`config.mk`:
```
export PLATFORM = sky130hd
export DESIGN_NAME = bcbs_mul
export DESIGN_NICKNAME = d
export VERILOG_FILES = /design/src/hdl/bcbs_pkg.sv /design/src/hdl/bcbs_mul.sv
export SDC_FILE = /design/constraint.sdc
export NUM_CORES = 2
export LEC_CHECK = 0
export ABC_AREA = 1
export BUFFER_PORTS_ARGS = -buffer_cell sky130_fd_sc_hd__buf_4
export CORE_UTILIZATION = 50
export CTS_CLUSTER_SIZE = 14
export DETAILED_ROUTE_END_ITERATION = 10
export MAX_ROUTING_LAYER = met4
export PLACE_DENSITY_LB_ADDON = 0.3
export SLEW_MARGIN = 20
export SYNTH_ARGS = -nofsm -noshare
export SYNTH_HDL_FRONTEND = slang
export SYNTH_SLANG_ARGS = --single-unit
```
`constraint.sdc`:
```
create_clock -name clk -period 11.9 [get_ports clk]
set_input_delay 1.785 -clock clk [delete_from_list [all_inputs] [get_ports clk]]
set_output_delay 1.785 -clock clk [all_outputs]
set_load 0.005 [all_outputs]
```
`src/hdl/bcbs_pkg.sv`:
```
package bcbs_pkg;

  localparam int POS_W   = 16;
  localparam int VEL_W   = 16;
  localparam int RAD_W   = 8;
  localparam int AREA_W  = 12;
  localparam int CFG_IDX_W = 2;

  localparam logic [AREA_W-1:0] AREA_W_RESET = 12'd800;
  localparam logic [AREA_W-1:0] AREA_H_RESET = 12'd600;

  // Shared multiplier operand and product widths.
  localparam int MUL_A_W = 18;
  localparam int MUL_B_W = 33;
  localparam int MUL_P_W = MUL_A_W + MUL_B_W;

  // Divider: the numerator magnitude stays below 2^46, a touching pair has a
  // squared distance below 2^26, and the quotient stays below 2^18.
  localparam int DIV_NUM_W = 46;
  localparam int DIV_DEN_W = 27;
  localparam int DIV_Q_W   = 19;

  typedef enum logic [CFG_IDX_W-1:0] {
    REG_AREA_WIDTH  = 2'd0,
    REG_AREA_HEIGHT = 2'd1
  } cfg_reg_t;

  typedef enum logic {
    ACT_LOAD = 1'b0,
    ACT_STEP = 1'b1
  } action_t;

  typedef struct packed {
    logic                    action;
    logic [2:0]              ball_index;
    logic [POS_W-1:0]        pos_x;
    logic [POS_W-1:0]        pos_y;
    logic [RAD_W-1:0]        radius;
    logic signed [VEL_W-1:0] vel_x;
    logic signed [VEL_W-1:0] vel_y;
    logic [15:0]             step_time;
  } item_t;

  typedef struct packed {
    logic [2:0]              out_index;
    logic [POS_W-1:0]        out_x;
    logic [POS_W-1:0]        out_y;
    logic signed [VEL_W-1:0] out_vx;
    logic signed [VEL_W-1:0] out_vy;
    logic                    last;
  } result_t;

  typedef struct packed {
    logic [POS_W-1:0]        x;
    logic [POS_W-1:0]        y;
    logic [RAD_W-1:0]        r;
    logic signed [VEL_W-1:0] vx;
    logic signed [VEL_W-1:0] vy;
  } ball_t;

  typedef struct packed {
    logic                 start;
    logic [DIV_NUM_W-1:0] num;
    logic [DIV_DEN_W-1:0] den;
  } div_req_t;

  typedef struct packed {
    logic               done;
    logic [DIV_Q_W-1:0] quo;
  } div_rsp_t;

  typedef enum logic [4:0] {
    S_IDLE, S_RDI, S_RDJ, S_GETJ, S_DIFF, S_DX2, S_DY2, S_RS2, S_TEST,
    S_SX, S_SY, S_SUM, S_CX, S_STX, S_DVX, S_CY, S_STY, S_DVY,
    S_WRI, S_WRJ, S_NEXT, S_MRD, S_MGET, S_MVX, S_MVY, S_MRND, S_MWB
  } state_t;

  function automatic logic signed [VEL_W-1:0] sat16(input logic signed [20:0] v);
    logic signed [VEL_W-1:0] res;
    if (v > 21'sd32767) res = 16'sh7fff;
    else if (v < -21'sd32768) res = 16'sh8000;
    else res = v[VEL_W-1:0];
    return res;
  endfunction

  function automatic logic signed [VEL_W-1:0] abs_sat(input logic signed [VEL_W-1:0] v);
    logic signed [VEL_W-1:0] res;
    if (v == 16'sh8000) res = 16'sh7fff;
    else if (v < 0) res = -v;
    else res = v;
    return res;
  endfunction

  // Product divided by 2^16, rounded to nearest with ties away from zero.
  function automatic logic signed [17:0] round_q16(input logic signed [MUL_P_W-1:0] p);
    logic [MUL_P_W-1:0] m;
    logic [32:0]        q;
    m = p[MUL_P_W-1] ? $unsigned(-p) : $unsigned(p);
    q = (m[32:0] + 33'd32768) >> 16;
    return p[MUL_P_W-1] ? -18'(q[16:0]) : 18'(q[16:0]);
  endfunction

endpackage

```
`src/hdl/bcbs_mul.sv`:
```
module bcbs_mul
  import bcbs_pkg::*;
(
  input  logic                      clk,
  input  logic signed [MUL_A_W-1:0] a,
  input  logic signed [MUL_B_W-1:0] b,
  output logic signed [MUL_P_W-1:0] p
);

  always_ff @(posedge clk) begin
    p <= MUL_P_W'(a) * MUL_P_W'(b);
  end

endmodule

```
# ---- Word level (Yosys, flattened, before mapping)
# Index checks and enable logic that the tools add are counted.
dict set report classes {
  multipliers 1
}
# op count
set ops {}
lappend ops {{$mul A18 B33 Y51} 1}
dict set report totals {
  register_bits 51
  input_bits 52
  out_inout_bits 51
}

# ---- Longest topological paths before layout
dict set report logic_depth {
  depth_word 1
  ltp_mapped 29
  mapped_depth_nobuf 27
}

# ---- Worst setup path after synthesis
# OpenSTA, ideal clock, no wires.
dict set report synth_path {
  path_type {input-to-reg}
  from {in b[32]}
  to {reg p[46]}
  arrival_ns 6.889
  slack_ns 4.898
  path_stages 24
  cell_sequence {clkbuf_1 > clkbuf_1 > nand2_1 > inv_1 > fa_1 > fa_1 > ha_1 > inv_1 > fa_1 > inv_1 > fa_1 > inv_1 > fa_1 > inv_1 > ha_1 > nand2_1 > nor2_1 > inv_1 > nor2_1 > nand2_1 > nor2_1 > nand2_1 > nand4_1 > nand2_1}
}
dict set report synth_between {
  elab_chain_len 1
}
# item line
set synth_lines {}
lappend synth_lines {{start: declaration} bcbs_mul.sv:6} ;# input logic signed [MUL_B_W-1:0] b,
lappend synth_lines {{$mul A18 B33 Y51} bcbs_mul.sv:11} ;# p <= MUL_P_W'(a) * MUL_P_W'(b);
lappend synth_lines {{end signal: assignment} bcbs_mul.sv:11}
lappend synth_lines {{end: declaration} bcbs_mul.sv:7} ;# output logic signed [MUL_P_W-1:0] p
# Every way passes these cells.

# ---- Worst setup path after layout
dict set report layout_path {
  from {in a[3]}
  to {reg p[41]}
}
dict set report layout_between {
  elab_chain_len 1
}
# item line
set layout_lines {}
lappend layout_lines {{start: declaration} bcbs_mul.sv:5} ;# input logic signed [MUL_A_W-1:0] a,
lappend layout_lines {{$mul A18 B33 Y51} bcbs_mul.sv:11}
# Every way passes these cells.

==> impl_results.md <==
* Die Area at between 40000 and 50000 um2
* Max incr delay on CP at around 0.56 ns
* Hold path depth at 3
* Worst Setup End Kind: flop
* Final GP Congestion at 1.000
* Yosys cell types at 27
* Antenna Nets Post-Route at 0
* Sequential-to-total area share from yosys stat at 0.04363
* Die Width at roughly 220 um
* Clock sinks at slightly above 50
* Hold Startpoint: b[0]
* Period utilisation layout at 0.6073
* Post-CTS Setup Inserts at 0
* Req. time, crit path at 12.10 ns
* Die height at 218.3 um
* Max Root-Sink Buffers at 2
* Detailed Place HPWL at 52840 um
* Synth warn at 0
* Largest net degree at the start of global routing at 35
* Post-CTS Resized at 0
* Mapped Cells at between 3000 and 4000
* Largest delay share family, worst path: adder cells
* Hold_buf cts at 0
* Most frequent CP cell: fa_1
* Min-Delay Path Class: in2reg
* Max FFs per register at 51
* Final number of hold-violating endpoints at 0
* Global-route wire length before repair at between 100000 and 150000 um
* Unrepaired setup endpoints after global routing: false
* Layout cells sized above 1 at 0.04640
* Crit-path slowest cell: fa_1
* Slew Viols, Final at 0
* Clock Tree Root: clkbuf_16
* Critical path buffers and inverters at 6
* Endpoints failing setup at 0
* Slew HR at 0.6111
* Final design utilization at 0.5367
* Site row count at between 70 and 80
* WP data arrival at 7.43 ns
* Achievable Freq at 138.4 MHz
* Run status: finished clean
* N_diodes at 0
* WL/cell at around 17 um
* Regs by FF count: p (51)
* Hold path endpoint: p[0]
* #FFs+latches synth at ~50
* Worst Tran Pin Value at slightly below 0.6 ns
* Worst-path clk slew at approximately 0.080 ns
* CTS tree: done
* CP Cell Sequence: buf_4 -> nand2_1 -> inv_1 -> fa_1 -> fa_1 -> inv_1 -> fa_1 -> inv_1 -> fa_1 -> fa_1 -> inv_1 -> fa_1 -> inv_1 -> ha_1 -> nand2_1 -> nor2_1 -> nand2_1 -> nor2_1 -> nand3_1 -> nand4_1 -> nand2_1
* Total wire length at around 63000 um
* CP startpoint kind: input pin
* Final nets at around 3900
* IO Pins at about 100
* Starting Density at 0.5113
* Vias in the first global route at a little over 20000
* Mapped Nets at 3895
* Initial antenna violation count at 0
* Via count at roughly 19000
* IO buf count at ~100
* Max Cap Violations at 0
* DRT Pass-1 Iters at 6
* Final min period at approximately 7.2 ns
* Critical path class: in2reg
* Core box area at around 46000 um2
* Vias per inst at around 5.0
* DRC at 0
* Gr usage total at 0.2956
* CP Max Fanout at 33
* Most flops, register: p
* P&R area growth vs syn at 4.972%
* GR Overflow Total at 0
* CTS buffer count at 5
* Synth Area per Inst at ~7.4 um2
* # H-tree levels at 2
* Initial DRC Count at approximately 1300
* Synth Cell Area at between 20000 and 25000 um2
* Setup TNS at 0 ns
[final cells by class]
class,instances,area [um2]
inverter,1039,3900
fill,4419,21210
tap,600,750.7
timing repair buffer,103,773.2
clock inverter,3,28.78
clock buffer,5,125.1
sequential,51,1021
multi-input combinational,1924,17970
[worst max path at each step]
stage               start    end  cells after the start
floorplan           b[32]  p[46]                     24
global placement     a[3]  p[41]                     21
detailed placement   a[0]  p[46]                     23
CTS                  a[0]  p[46]                     23
global route         a[0]  p[47]                     24
finish               a[3]  p[41]                     21
[synthesized netlist by cell type, drive strengths merged]
library cell | count | share of area
inv | 1039 | 0.17
nand2 | 984 | 0.16
fa | 569 | 0.49
ha | 123 | 0.066
clkbuf | 118 | 0.019
nor2 | 107 | 0.019
dfxtp | 51 | 0.044
nand3 | 51 | 0.011
a21oi | 27 | 0.0059
xor2 | 25 | 0.0094
buf | 19 | 0.0030
nand4 | 16 | 0.0043
nor3 | 5 | 0.0013
or2 | 5 | 0.0013
nand3b | 3 | 0.00096
o21bai | 3 | 0.00096
o21a | 2 | 0.00064
xnor2 | 2 | 0.00075
a21o | 1 | 0.00032
o21ai | 1 | 0.00021
[per-layer routing]
metal  track usage  vias to the layer above  routed length, um
met4        0.1133                        0               2719
met5             -                        -                  0
li1              -                     8499                  -
met2        0.5158                      704              32310
met3       0.02310                      152               3685
met1        0.3558                     9270              24630
[cells by family after synthesis]
family	share of synthesized area
buffers and inverters	0.1886
AND/OR/NAND/NOR	0.1971
adder cells (fa/ha/maj)	0.5525
flip-flops	0.04363
AO/OA/AOI/OAI	0.008073
XOR/XNOR	0.01010
[per-stage QoR]
| stage | hold WS (ns) | setup slack (ns) | area (um2) | cells |
|---|---|---|---|---|
| after floorplan | 2.045 | 4.898 | 23400 | 3151 |
| after CTS | 1.822 | 4.662 | 24570 | 3725 |
| final | 1.829 | 4.673 | 24570 | 3725 |
| after global placement | 2.154 | 4.429 | 24410 | 3717 |
| after detailed placement | 2.161 | 4.320 | 24410 | 3717 |
| after global routing | 1.839 | 4.311 | 24570 | 3725 |
[cell usage in the layout, fill, tap and decap left out, types with 3 or more instances in the layout]
master     instances
xor2_1            25
nor2_1            95
dfxtp_1           51
nand4_1           16
a21oi_1           26
o21bai_1           3
nand2_1          973
or2_2              5
buf_4            103
nand3b_1           3
ha_1             123
clkbuf_16          5
nand3_1           49
inv_1           1037
nand2_2           11
nor2_2            10
fa_1             569
nor3_1             4
[tightest hold or removal path: stages]
cell and delay, ns:
buf_4 0.19, nand2_1 0.09, inv_1 0.03
Power is not shown: default switching activity piles up to over one toggle a cycle in this logic, so the estimate is an artifact.
