===== config.mk =====
export PLATFORM = sky130hd
export DESIGN_NAME = bcbs_div
export DESIGN_NICKNAME = d
export VERILOG_FILES = /design/src/hdl/bcbs_pkg.sv /design/src/hdl/bcbs_div.sv
export SDC_FILE = /design/constraint.sdc
export NUM_CORES = 1
export LEC_CHECK = 0
export BUFFER_PORTS_ARGS = -buffer_cell sky130_fd_sc_hd__buf_2
export CAP_MARGIN = 25
export CORE_MARGIN = 3
export CORE_UTILIZATION = 35
export CTS_CLUSTER_DIAMETER = 40
export DETAILED_ROUTE_END_ITERATION = 7
export PLACE_DENSITY = 0.49
export REMOVE_ABC_BUFFERS = 1
export SLEW_MARGIN = 10
export SYNTH_ARGS = -nofsm -noshare
export SYNTH_HDL_FRONTEND = slang
export SYNTH_SLANG_ARGS = --single-unit

===== constraint.sdc =====
create_clock -name clk -period 12.4 [get_ports clk]
set_clock_uncertainty 0.2 [all_clocks]
set_input_delay 2.48 -clock clk [delete_from_list [all_inputs] [get_ports clk]]
set_output_delay 2.48 -clock clk [all_outputs]
set_load 0.05 [all_outputs]

===== src/hdl/bcbs_pkg.sv =====
package bcbs_pkg;

  localparam int POS_W   = 16;
  localparam int VEL_W   = 16;
  localparam int RAD_W   = 8;
  localparam int AREA_W  = 12;
  localparam int CFG_IDX_W = 2;

  localparam logic [AREA_W-1:0] AREA_W_RESET = 12'd800;
  localparam logic [AREA_W-1:0] AREA_H_RESET = 12'd600;

  // Shared multiplier operand and product widths.
  localparam int MUL_A_W = 18;
  localparam int MUL_B_W = 33;
  localparam int MUL_P_W = MUL_A_W + MUL_B_W;

  // Divider: the numerator magnitude stays below 2^46, a touching pair has a
  // squared distance below 2^26, and the quotient stays below 2^18.
  localparam int DIV_NUM_W = 46;
  localparam int DIV_DEN_W = 27;
  localparam int DIV_Q_W   = 19;

  typedef enum logic [CFG_IDX_W-1:0] {
    REG_AREA_WIDTH  = 2'd0,
    REG_AREA_HEIGHT = 2'd1
  } cfg_reg_t;

  typedef enum logic {
    ACT_LOAD = 1'b0,
    ACT_STEP = 1'b1
  } action_t;

  typedef struct packed {
    logic                    action;
    logic [2:0]              ball_index;
    logic [POS_W-1:0]        pos_x;
    logic [POS_W-1:0]        pos_y;
    logic [RAD_W-1:0]        radius;
    logic signed [VEL_W-1:0] vel_x;
    logic signed [VEL_W-1:0] vel_y;
    logic [15:0]             step_time;
  } item_t;

  typedef struct packed {
    logic [2:0]              out_index;
    logic [POS_W-1:0]        out_x;
    logic [POS_W-1:0]        out_y;
    logic signed [VEL_W-1:0] out_vx;
    logic signed [VEL_W-1:0] out_vy;
    logic                    last;
  } result_t;

  typedef struct packed {
    logic [POS_W-1:0]        x;
    logic [POS_W-1:0]        y;
    logic [RAD_W-1:0]        r;
    logic signed [VEL_W-1:0] vx;
    logic signed [VEL_W-1:0] vy;
  } ball_t;

  typedef struct packed {
    logic                 start;
    logic [DIV_NUM_W-1:0] num;
    logic [DIV_DEN_W-1:0] den;
  } div_req_t;

  typedef struct packed {
    logic               done;
    logic [DIV_Q_W-1:0] quo;
  } div_rsp_t;

  typedef enum logic [4:0] {
    S_IDLE, S_RDI, S_RDJ, S_GETJ, S_DIFF, S_DX2, S_DY2, S_RS2, S_TEST,
    S_SX, S_SY, S_SUM, S_CX, S_STX, S_DVX, S_CY, S_STY, S_DVY,
    S_WRI, S_WRJ, S_NEXT, S_MRD, S_MGET, S_MVX, S_MVY, S_MRND, S_MWB
  } state_t;

  function automatic logic signed [VEL_W-1:0] sat16(input logic signed [20:0] v);
    logic signed [VEL_W-1:0] res;
    if (v > 21'sd32767) res = 16'sh7fff;
    else if (v < -21'sd32768) res = 16'sh8000;
    else res = v[VEL_W-1:0];
    return res;
  endfunction

  function automatic logic signed [VEL_W-1:0] abs_sat(input logic signed [VEL_W-1:0] v);
    logic signed [VEL_W-1:0] res;
    if (v == 16'sh8000) res = 16'sh7fff;
    else if (v < 0) res = -v;
    else res = v;
    return res;
  endfunction

  // Product divided by 2^16, rounded to nearest with ties away from zero.
  function automatic logic signed [17:0] round_q16(input logic signed [MUL_P_W-1:0] p);
    logic [MUL_P_W-1:0] m;
    logic [32:0]        q;
    m = p[MUL_P_W-1] ? $unsigned(-p) : $unsigned(p);
    q = (m[32:0] + 33'd32768) >> 16;
    return p[MUL_P_W-1] ? -18'(q[16:0]) : 18'(q[16:0]);
  endfunction

endpackage


===== src/hdl/bcbs_div.sv =====
module bcbs_div
  import bcbs_pkg::*;
(
  input  logic     clk,
  input  logic     rst,
  input  div_req_t req,
  output div_rsp_t rsp
);

  localparam int SH_W  = DIV_DEN_W + DIV_Q_W - 1;
  localparam int CNT_W = $clog2(DIV_Q_W);

  logic                 busy;
  logic                 done;
  logic [CNT_W-1:0]     cnt;
  logic [DIV_NUM_W-1:0] rem;
  logic [SH_W-1:0]      dsh;
  logic [DIV_Q_W-1:0]   quo;
  logic                 fits;

  // Restoring division, one quotient bit per cycle, most significant first.
  assign fits = (DIV_NUM_W'(dsh) <= rem);

  always_ff @(posedge clk) begin
    if (rst) begin
      busy <= 1'b0;
      done <= 1'b0;
    end else begin
      done <= 1'b0;
      if (req.start) begin
        busy <= 1'b1;
      end else if (busy && cnt == '0) begin
        busy <= 1'b0;
        done <= 1'b1;
      end
    end
  end

  always_ff @(posedge clk) begin
    if (req.start) begin
      rem <= req.num;
      dsh <= SH_W'(req.den) << (DIV_Q_W - 1);
      quo <= '0;
      cnt <= CNT_W'(DIV_Q_W - 1);
    end else if (busy) begin
      if (fits) rem <= rem - DIV_NUM_W'(dsh);
      quo <= {quo[DIV_Q_W-2:0], fits};
      dsh <= dsh >> 1;
      cnt <= cnt - 1'b1;
    end
  end

  assign rsp.done = done;
  assign rsp.quo  = quo;

endmodule


* Word level (Yosys, flattened, before mapping)
Index checks and enable logic that the tools add are counted.
Storage, ports and cells: flip-flop bits (word level) 117, bits in latches 0, RAM bits 0, memory bits (read-only) 0, bits of input ports 76, memories kept 0
Operators by class: add/sub/neg operators 2, multiply operators 0, div/mod/pow operators 0, $lt $le $gt $ge 1, eq/ne operators 0, shift operators 0, mux-type cells 8, bitwise logic cells 0, reduce and logical (&&, ||, !) cells 7
Operator list (number):
- $mux 46 | 3
- $mux 45 | 2
- $le 45x46->1 | 1
- $sub 46x45->46 | 1
- $reduce_bool 2->1 | 3
- $logic_not 5->1 | 1
- $sub 5x1->5 const B | 1
- $mux 1 | 3
- $reduce_and 2->1 | 1
- $reduce_or 2->1 | 1
- $logic_and 1x1->1 | 1

* Logic depth before layout (Yosys ltp)
Gate-level depths: netlist (run 1).
depth in word-level cells 4, depth in mapped cells 12, gate-level depth less buffers 12

* Worst setup path after synthesis (run 1)
Ideal clock, no wire load.
kind input to register, start point input req[73] (netlist name), end point register rem[0] (enable), data arrival time 3882 ps, setup slack 7748 ps, cell stages on the path 4, path through clkbuf_1 > inv_1 > clkbuf_1 > nand2_1
On the way: longest elaborated chain between the ends 2
Ends and longest elaborated chain:
- start: declaration | RTL line bcbs_div.sv:6 | input div_req_t req,
- $reduce_bool 2->1 (no line)
- $reduce_and 2->1 (no line) (*)
- end signal: assignment | RTL line bcbs_div.sv:41 | rem <= req.num;
- end signal: assignment | RTL line bcbs_div.sv:46 | if (fits) rem <= rem - DIV_NUM_W'(dsh);
- end: declaration | RTL line bcbs_div.sv:16 | logic [DIV_NUM_W-1:0] rem;
Every way passes the cells marked *; elsewhere a longest branch is shown, timed or not. A chain may end at the register's enable or synchronous reset.

* Worst setup path after layout (run 1)
start point input req[73] (netlist name), end point register rem[12] (enable)
The elaborated chain is that of the path after synthesis.

==> flow_summary.ini, run 1 <==
[floorplanning]
initial_core_util_pct = 35.8
die-height_um = 150
dieArea_um2 = 22600
io_pins = 96
core_area_um2 = 20400
die_x_um = 150
rows = 52

[synthesis]
synth_top_family_by_area = compound AO/OA/AOI/OAI gates
async_flop_share_pct = 0
yosys-mux-area-fraction_pct = 5.40
yosys.area_share.adder_pct = 8.17
synthTopCellsByCount = nand2_1 (89), edfxtp_1 (73), nor2_1 (69), inv_1 (61)
synth_compound_area_share_pct = 20.1
synth.distinct_cells = 63
ys.flop_type = edfxtp_1
synth_most_common_cell = nand2_1
netlist_area_um2 = 7290
synth_xor_area_share_pct = 4.80
ys_seq_area_share_pct = 42.1
avgSynthCellArea_um2 = 9.23
synth_edf_count = 73
syn_inst = 790
ys_warn_count = 0
ys_top_cells_by_area = edfxtp_1 (30%), dfxtp_1 (12%), ha_1 (7.9%), mux2i_1 (4.9%), nand2_1 (4.6%)
synth_simple_gate_area_share_pct = 14.1
yosysTopAreaCellShare_pct = 30.1
ys_ff_latch = 117
synth_top_cell_by_area = edfxtp_1

[finish]
final-seq-area_um2 = 3070
stdcell_count = 1153
post-route-util_pct = 42.2
area_delta_synth_final_pct = 17.9
postLayoutCellArea_um2 = 8590
antenna_cells = 0
num-fill-cells = 2071
multi_input_area_um2 = 3840
nets = 993
layout-drive-gt1-share_pct = 16.8

[sta]
tightest_slew_ns = 0.876
timing.final.crit_share_pct = 37.2
min_period_ns = 4.62
finalMaxSlewViolations = 0
setup_violations = 0
setup_tns_ns = 0
relSlewSlack_pct = 41.6
fmax_ghz = 0.217
rsz0062_at_grt = no
hold_viol = 0

[cts]
cts_buffer_depth = 2
numCtsBuffers = 17
clk_pin_slew_ns = 0.06
holdBufCountCts = 0
insertion_delay_ns = 0.43
cts.sinks = 117
cts_resized = 0
post_cts_buffers = 0
cts_tree = yes
cts-root-buf = clkbuf_16
htree_levels = 4

[detailed_routing]
post-route-drc-count = 0
via_per_inst = 5.13
wl_mm = 17.8
wl_per_cell_um = 15.5
drtIter0Drc = 304
first_pass_iters = 5
via_count = 5916
antenna_left = 0

[global_routing]
track_usage_pct = 16.0
grt_pass1_wl_mm = 29.1
grt_max_degree = 90
grt_pass1_vias = 5980
antenna_found_initial = 1
grt_overflow = 0

[critical_path]
rr_worst_depth = 13
path_max_fanout = 66
cp.arrival_ns = 4.48
setup.worst_path.start_class = primary input
startpoint = req[73]
r2r-end = rem[12]
crit_end = rem[12]
critPathKind = primary input to flop
rrSetupSlack_ns = 8.04
cp.required_ns = 12.27
r2r_start = rem[0]
cp-end-kind = flop

[placed_design]
portBuffers = 95
placedInstanceArea_um2 = 8020
place_hpwl_mm = 13.0
placed_cells = 1121
routabilityCongestion = 0.845

[power_and_ir_drop]
static-leakage-power_nw = 3.63
p_per_area_nw_per_um2 = 195
ir_drop_mv = 0.0811
power_mw = 1.68

[outcome]
status = completed

[hold_path]
hold_path.class = flop to flop

[flow_run]
maxCapViolations = 0
where the power goes:
part	total, mW	internal [mW]	switching [mW]
clock	0.481	0.280	0.201
combinational	0.678	0.276	0.402
sequential	0.519	0.495	0.0241
total	1.68	1.05	0.627
worst max-delay path: stages:
cell	delay [ns]
buf_4	0.51
inv_1	0.46
nand2_2	0.48
buf_4	0.50
worst min-delay path by stage:
stage	start	end	slack, ns	depth (start not counted)
4_1_cts	cnt[4]	done	0.29	1
3_5_place_dp	cnt[4]	done	0.27	1
3_3_place_gp	cnt[4]	done	0.26	1
6_report	cnt[4]	done	0.29	1
5_1_grt	cnt[4]	done	0.31	1
2_1_floorplan	cnt[4]	done	0.24	1
layer usage:
metal  wire, um  up-vias  GRT usage, %
li1           -     3000             -
met1       8720     2754          21.5
met2       8020      138          25.4
met3        874       22          4.12
met4        212        2          4.67
met5         13        -             0
through the flow:
step | hold WS [ns] | setup slack (ns)
3_5_place_dp | 0.267 | 7.25
2_1_floorplan | 0.241 | 8.11
3_3_place_gp | 0.262 | 7.34
6_report | 0.291 | 7.78
4_1_cts | 0.291 | 7.69
5_1_grt | 0.305 | 7.58
placed cells by master, fill, tap and decap left out, drive strengths merged, types with 20 or more instances in the layout:
cell type    n
buf        100
mux2i       36
o21ai       66
xnor2       21
clkbuf      20
inv         69
dfxtp       44
ha          46
a22o        26
nor2        69
a21oi       47
nand2       89
edfxtp      73
cell families after synthesis:
kind of cell / after synthesis
flip-flops: 117
AO/OA/AOI/OAI: 218
XOR/XNOR: 40
AND/OR/NAND/NOR: 229
buffers and inverters: 100
adder cells (fa/ha/maj): 47
multiplexers: 39
layout make-up:
| type | count | share of cell area [%] |
|---|---|---|
| well taps | 270 | 3.93 |
| clock buffers | 20 | 5.44 |
| flip-flops and latches | 117 | 35.8 |
| multi-input cells | 573 | 44.7 |
| clock inverters | 12 | 1.25 |
| inverters | 61 | 2.66 |
| repair buffers | 100 | 6.23 |
registers in the layout, summed over array words and instances, names as in the netlist:
signal / count
cnt: 5
rem: 46
busy: 1
dsh: 45
quo: 19
done: 1
No activity file was read; power rests on OpenSTA's default activity.
==> run 2, diff against run 1 <==
Clock period 12.4 ns to 4.65 ns, I/O delays scaled along.
==> flow_summary.ini, run 2 (synthesized netlist as in run 1, its figures left out) <==
[global_routing]
use_met2_pct = 26.5
grtUsageMet1_pct = 22.0
grt_pass1_vias = 6225
grt_overflow = 0
antenna_found_initial = 2
track_usage_pct = 16.5
grt-busiest-layer = met2
grt_max_degree = 65
globalRouteMet3Util_pct = 3.91
grt_pass1_wl_mm = 29.9

[sta]
finalMaxSlewViolations = 0
hold_viol = 0
setup_violations = 0
relSlewSlack_pct = 53.7
timing.final.crit_share_pct = 80.0
tightest_slew_ns = 0.695
setup_tns_ns = 0
min_period_ns = 3.72
rsz0062_at_grt = no
fmax_ghz = 0.269

[detailed_routing]
antenna_left = 0
drtIter0Drc = 271
wl_mm = 18.0
wl_per_cell_um = 15.6
first_pass_iters = 5
via_per_inst = 5.12
via_count = 5908
post-route-drc-count = 0

[power_and_ir_drop]
static-leakage-power_nw = 3.67
p_clk_share_pct = 30.2
power.switching_mw = 1.69
p_per_area_nw_per_um2 = 528
ir_drop_mv = 0.227
p_sw_share_pct = 37.0
power_mw = 4.58
combPwrFrac_pct = 39.6
intPower_mw = 2.89
pwr-share-seq_pct = 30.2

[cts]
numCtsBuffers = 17
htree_levels = 4
clk_pin_slew_ns = 0.06
insertion_delay_ns = 0.43
cts_resized = 0
cts-root-buf = clkbuf_16
holdBufCountCts = 0
cts_tree = yes
cts.sinks = 117
cts_buffer_depth = 2
post_cts_buffers = 0

[finish]
layout-drive-gt1-share_pct = 17.1
final_cell_mix = buf_2 (94), nand2_1 (88), edfxtp_1 (73), nor2_1 (69), inv_1 (61)
antenna_cells = 0
nets = 995
mostFrequentLayoutCell = buf_2
num-fill-cells = 2012
largestRegisters = rem: 46 flops, dsh: 45 flops, quo: 19 flops
max_flop_register = rem
largest_reg_flops = 46
area_delta_synth_final_pct = 18.9

[floorplanning]
io_pins = 96
initial_core_util_pct = 35.8
die-height_um = 150
dieArea_um2 = 22600
core_area_um2 = 20400
die_x_um = 150
rows = 52

[critical_path]
startpoint = rem[0]
rrSetupSlack_ns = 0.93
crit_end = rem[19]
cp.arrival_ns = 3.64
critPathKind = flop to flop
rr_worst_depth = 13
cp-end-kind = flop
r2r_start = rem[0]
setup.worst_path.start_class = flop
cp.required_ns = 4.57
path_max_fanout = 29
r2r-end = rem[19]

[outcome]
status = completed

[flow_run]
maxCapViolations = 0

[placed_design]
place_hpwl_mm = 13.3
portBuffers = 95
routabilityCongestion = 0.886

[hold_path]
hold_path.class = flop to flop
run 2: layout make-up:
| cell class | instances | area, um^2 | area share, % |
|---|---|---|---|
| Timing Repair Buffer | 102 | 563 | 6.50 |
| Multi-Input combinational cell | 573 | 3840 | 44.3 |
| Sequential cell | 117 | 3070 | 35.5 |
| Clock buffer | 19 | 475 | 5.49 |
| Inverter | 61 | 229 | 2.64 |
| Clock inverter | 13 | 145 | 1.67 |
| Tap cell | 270 | 338 | 3.90 |
run 2: stage by stage:
step                      util (%)  worst slack, ns  instances  cell area (um^2)  hold WS [ns]
after detailed placement      39.5            0.885       1123              8050         0.264
after CTS                     42.6            0.862       1155              8670         0.280
after global placement        39.4            0.984       1122              8030         0.261
after global routing          42.6            0.583       1155              8670         0.324
after floorplan                  -            0.503        751              7140         0.241
final                         42.6            0.931       1155              8670         0.279
run 2: how the worst min path moves through the flow:
stage / start / to / slack [ns] / depth (start not counted)
3_5_place_dp: cnt[4] / done / 0.26 / 1
6_report: cnt[4] / done / 0.28 / 1
2_1_floorplan: cnt[4] / done / 0.24 / 1
4_1_cts: cnt[4] / done / 0.28 / 1
3_3_place_gp: cnt[4] / done / 0.26 / 1
5_1_grt: cnt[4] / done / 0.32 / 1
run 2: worst max-delay path: stages, from the launching register on:
cell	delay, ns
edfxtp_1	0.32
inv_1	0.04
ha_1	0.21
fa_1	0.40
and2b_2	0.27
o2111ai_4	0.14
a211oi_4	0.31
nor3_1	0.11
o31ai_1	0.48
a31oi_1	0.25
nor2_1	0.15
o31ai_1	0.11
nand2_2	0.18
buf_12	0.23
run 2: per-layer routing:
| layer | part of all wire (%) | wire length, um |
|---|---|---|
| met5 | 0.15 | 27 |
| met4 | 1.5 | 276 |
| met3 | 4.3 | 781 |
| met2 | 46 | 8220 |
| met1 | 48 | 8670 |
run 2: power by group through the flow:
| stage | Combinational [mW] | Clock (mW) | Sequential [mW] |
|---|---|---|---|
| 2_1_floorplan | 1.36 | 0 | 1.40 |
| 5_1_grt | 2.04 | 1.46 | 1.40 |
| 6_report | 1.81 | 1.38 | 1.38 |
| 3_5_place_dp | 1.80 | 0 | 1.40 |
| 4_1_cts | 1.82 | 1.42 | 1.38 |
| 3_3_place_gp | 1.80 | 0 | 1.40 |
==> run 3, diff against run 2 <==
Clock period 4.65 ns to 3.6 ns, I/O delays scaled along.
==> flow_summary.ini, run 3 (synthesized netlist as in run 1, its figures left out) <==
[outcome]
status = completed

[cts]
htree_levels = 4
cts_tree = yes
clk_pin_slew_ns = 0.06
cts_buffer_depth = 2
numCtsBuffers = 17
cts.sinks = 117
insertion_delay_ns = 0.43
cts-root-buf = clkbuf_16

[placed_design]
routabilityCongestion = 0.908
place_hpwl_mm = 13.7
portBuffers = 95

[detailed_routing]
post-route-drc-count = 0
via_per_inst = 5.12
antenna_left = 0
first_pass_iters = 7
via_count = 6000
wl_per_cell_um = 15.7
drtIter0Drc = 289
wl_mm = 18.4

[finish]
mostFrequentLayoutCell = buf_2
max_flop_register = rem
layout-drive-gt1-share_pct = 18.9
final_cell_mix = buf_2 (94), nand2_1 (88), edfxtp_1 (73), nor2_1 (69), inv_1 (61)
num-fill-cells = 2019
final-seq-area_um2 = 3070
largest_reg_flops = 46
area_delta_synth_final_pct = 20.9
nets = 1009
largestRegisters = rem: 46 flops, dsh: 45 flops, quo: 19 flops
multi_input_area_um2 = 3870

[power_and_ir_drop]
p_sw_share_pct = 36.0
intPower_mw = 3.84
p_clk_share_pct = 29.4
static-leakage-power_nw = 3.74
combPwrFrac_pct = 40.7
pwr-share-seq_pct = 29.9
p_per_area_nw_per_um2 = 680
ir_drop_mv = 0.329
power.switching_mw = 2.16

[sta]
finalMaxSlewViolations = 0
timing.final.crit_share_pct = 97.2
rsz0062_at_grt = yes
hold_viol = 0
tightest_slew_ns = 0.658
relSlewSlack_pct = 56.1
min_period_ns = 3.50
fmax_ghz = 0.286
holdWs_ns = 0.271
setup_violations = 0
setup_tns_ns = 0

[global_routing]
globalRouteMet3Util_pct = 4.76
grt_overflow = 0
grtUsageMet1_pct = 22.7
use_met2_pct = 25.9
grt-busiest-layer = met2
grt_pass1_wl_mm = 30.0
track_usage_pct = 16.6
antenna_found_initial = 0
grt_pass1_vias = 6099
grt_max_degree = 53

[critical_path]
rr_worst_depth = 11
r2r_start = rem[0]
cp.arrival_ns = 3.46
critPathKind = flop to flop
cp.required_ns = 3.57
r2r-end = rem[44]
crit_end = rem[44]
cp-end-kind = flop
path_max_fanout = 5
startpoint = rem[0]
setup.worst_path.start_class = flop
rrSetupSlack_ns = 0.10

[floorplanning]
rows = 52
dieArea_um2 = 22600
die-height_um = 150
core_area_um2 = 20400
die_x_um = 150
initial_core_util_pct = 35.8
io_pins = 96

[hold_path]
hold_path.class = primary input to flop

[flow_run]
maxCapViolations = 0
run 3: cell count changes in the layout (fill, tap and decap cells not counted), sizes merged:
cell,delta
diode,+2
inv,-3
buf,+14
clkbuf,+2
clkinv,+1
run 3: worst min path at each step:
stage	start	endpoint	slack, ns	cells after the start
5_1_grt	rst	busy	0.26	2
4_1_cts	rst	busy	0.25	2
3_5_place_dp	cnt[4]	done	0.27	1
2_1_floorplan	cnt[4]	done	0.24	1
3_3_place_gp	cnt[4]	done	0.26	1
6_report	rst	busy	0.27	2
run 3: per-stage QoR:
| step | total power, mW | util [%] | cell area, um^2 | std cells | worst slack, ns |
|---|---|---|---|---|---|
| 2_1_floorplan | 3.56 | - | 7140 | 751 | -0.547 |
| 5_1_grt | 6.38 | 43.3 | 8810 | 1169 | -0.00893 |
| 3_3_place_gp | 4.20 | 39.9 | 8130 | 1134 | 0.108 |
| 3_5_place_dp | 4.21 | 40.0 | 8150 | 1135 | 0.0127 |
| 6_report | 6.00 | 43.3 | 8810 | 1171 | 0.102 |
| 4_1_cts | 6.01 | 43.1 | 8770 | 1167 | 0.00642 |
run 3: power by group through the flow:
stage / combinational [mW] / sequential, mW / clock (mW)
detailed placement: 2.39 / 1.82 / 0
global placement: 2.39 / 1.81 / 0
global route: 2.72 / 1.81 / 1.86
finish: 2.44 / 1.79 / 1.76
CTS: 2.40 / 1.80 / 1.81
floorplan: 1.76 / 1.81 / 0
run 3: critical path, cell delays in order, from the launching register on:
cell and delay [ns]:
edfxtp_1 0.32, inv_1 0.04, ha_1 0.21, fa_2 0.35, and2b_2 0.25, o2111ai_4 0.14
a211oi_4 0.37, o2111ai_1 0.16, o211a_1 0.16, o311a_1 0.32, o31a_1 0.35, o311a_1 0.36
run 3: per-layer routing:
layer / vias to the layer above / routed length (um) / share of wire, %
met4: 0 / 146 / 0.79
li1: 3031 / - / -
met1: 2831 / 8920 / 48
met5: - / 0 / 0
met2: 129 / 8270 / 45
met3: 9 / 1080 / 5.8
run 3: area by class of cell:
type                            count  share of cell area (%)
Timing Repair Buffer              116                    7.72
Inverter                           61                    2.60
Antenna cell                        2                  0.0568
Clock inverter                     11                    1.18
Sequential cell                   117                    34.9
Tap cell                          270                    3.83
Clock buffer                       21                    5.83
Multi-Input combinational cell    573                    43.9
run 3: what timing repair did:
| action | in CTS | in global routing |
|---|---|---|
| endpoints found under the setup margin | 0 | 49 |
| resized for setup | 0 | 6 |
| setup buffers | 0 | 2 |
| hold buffers | 0 | 0 |
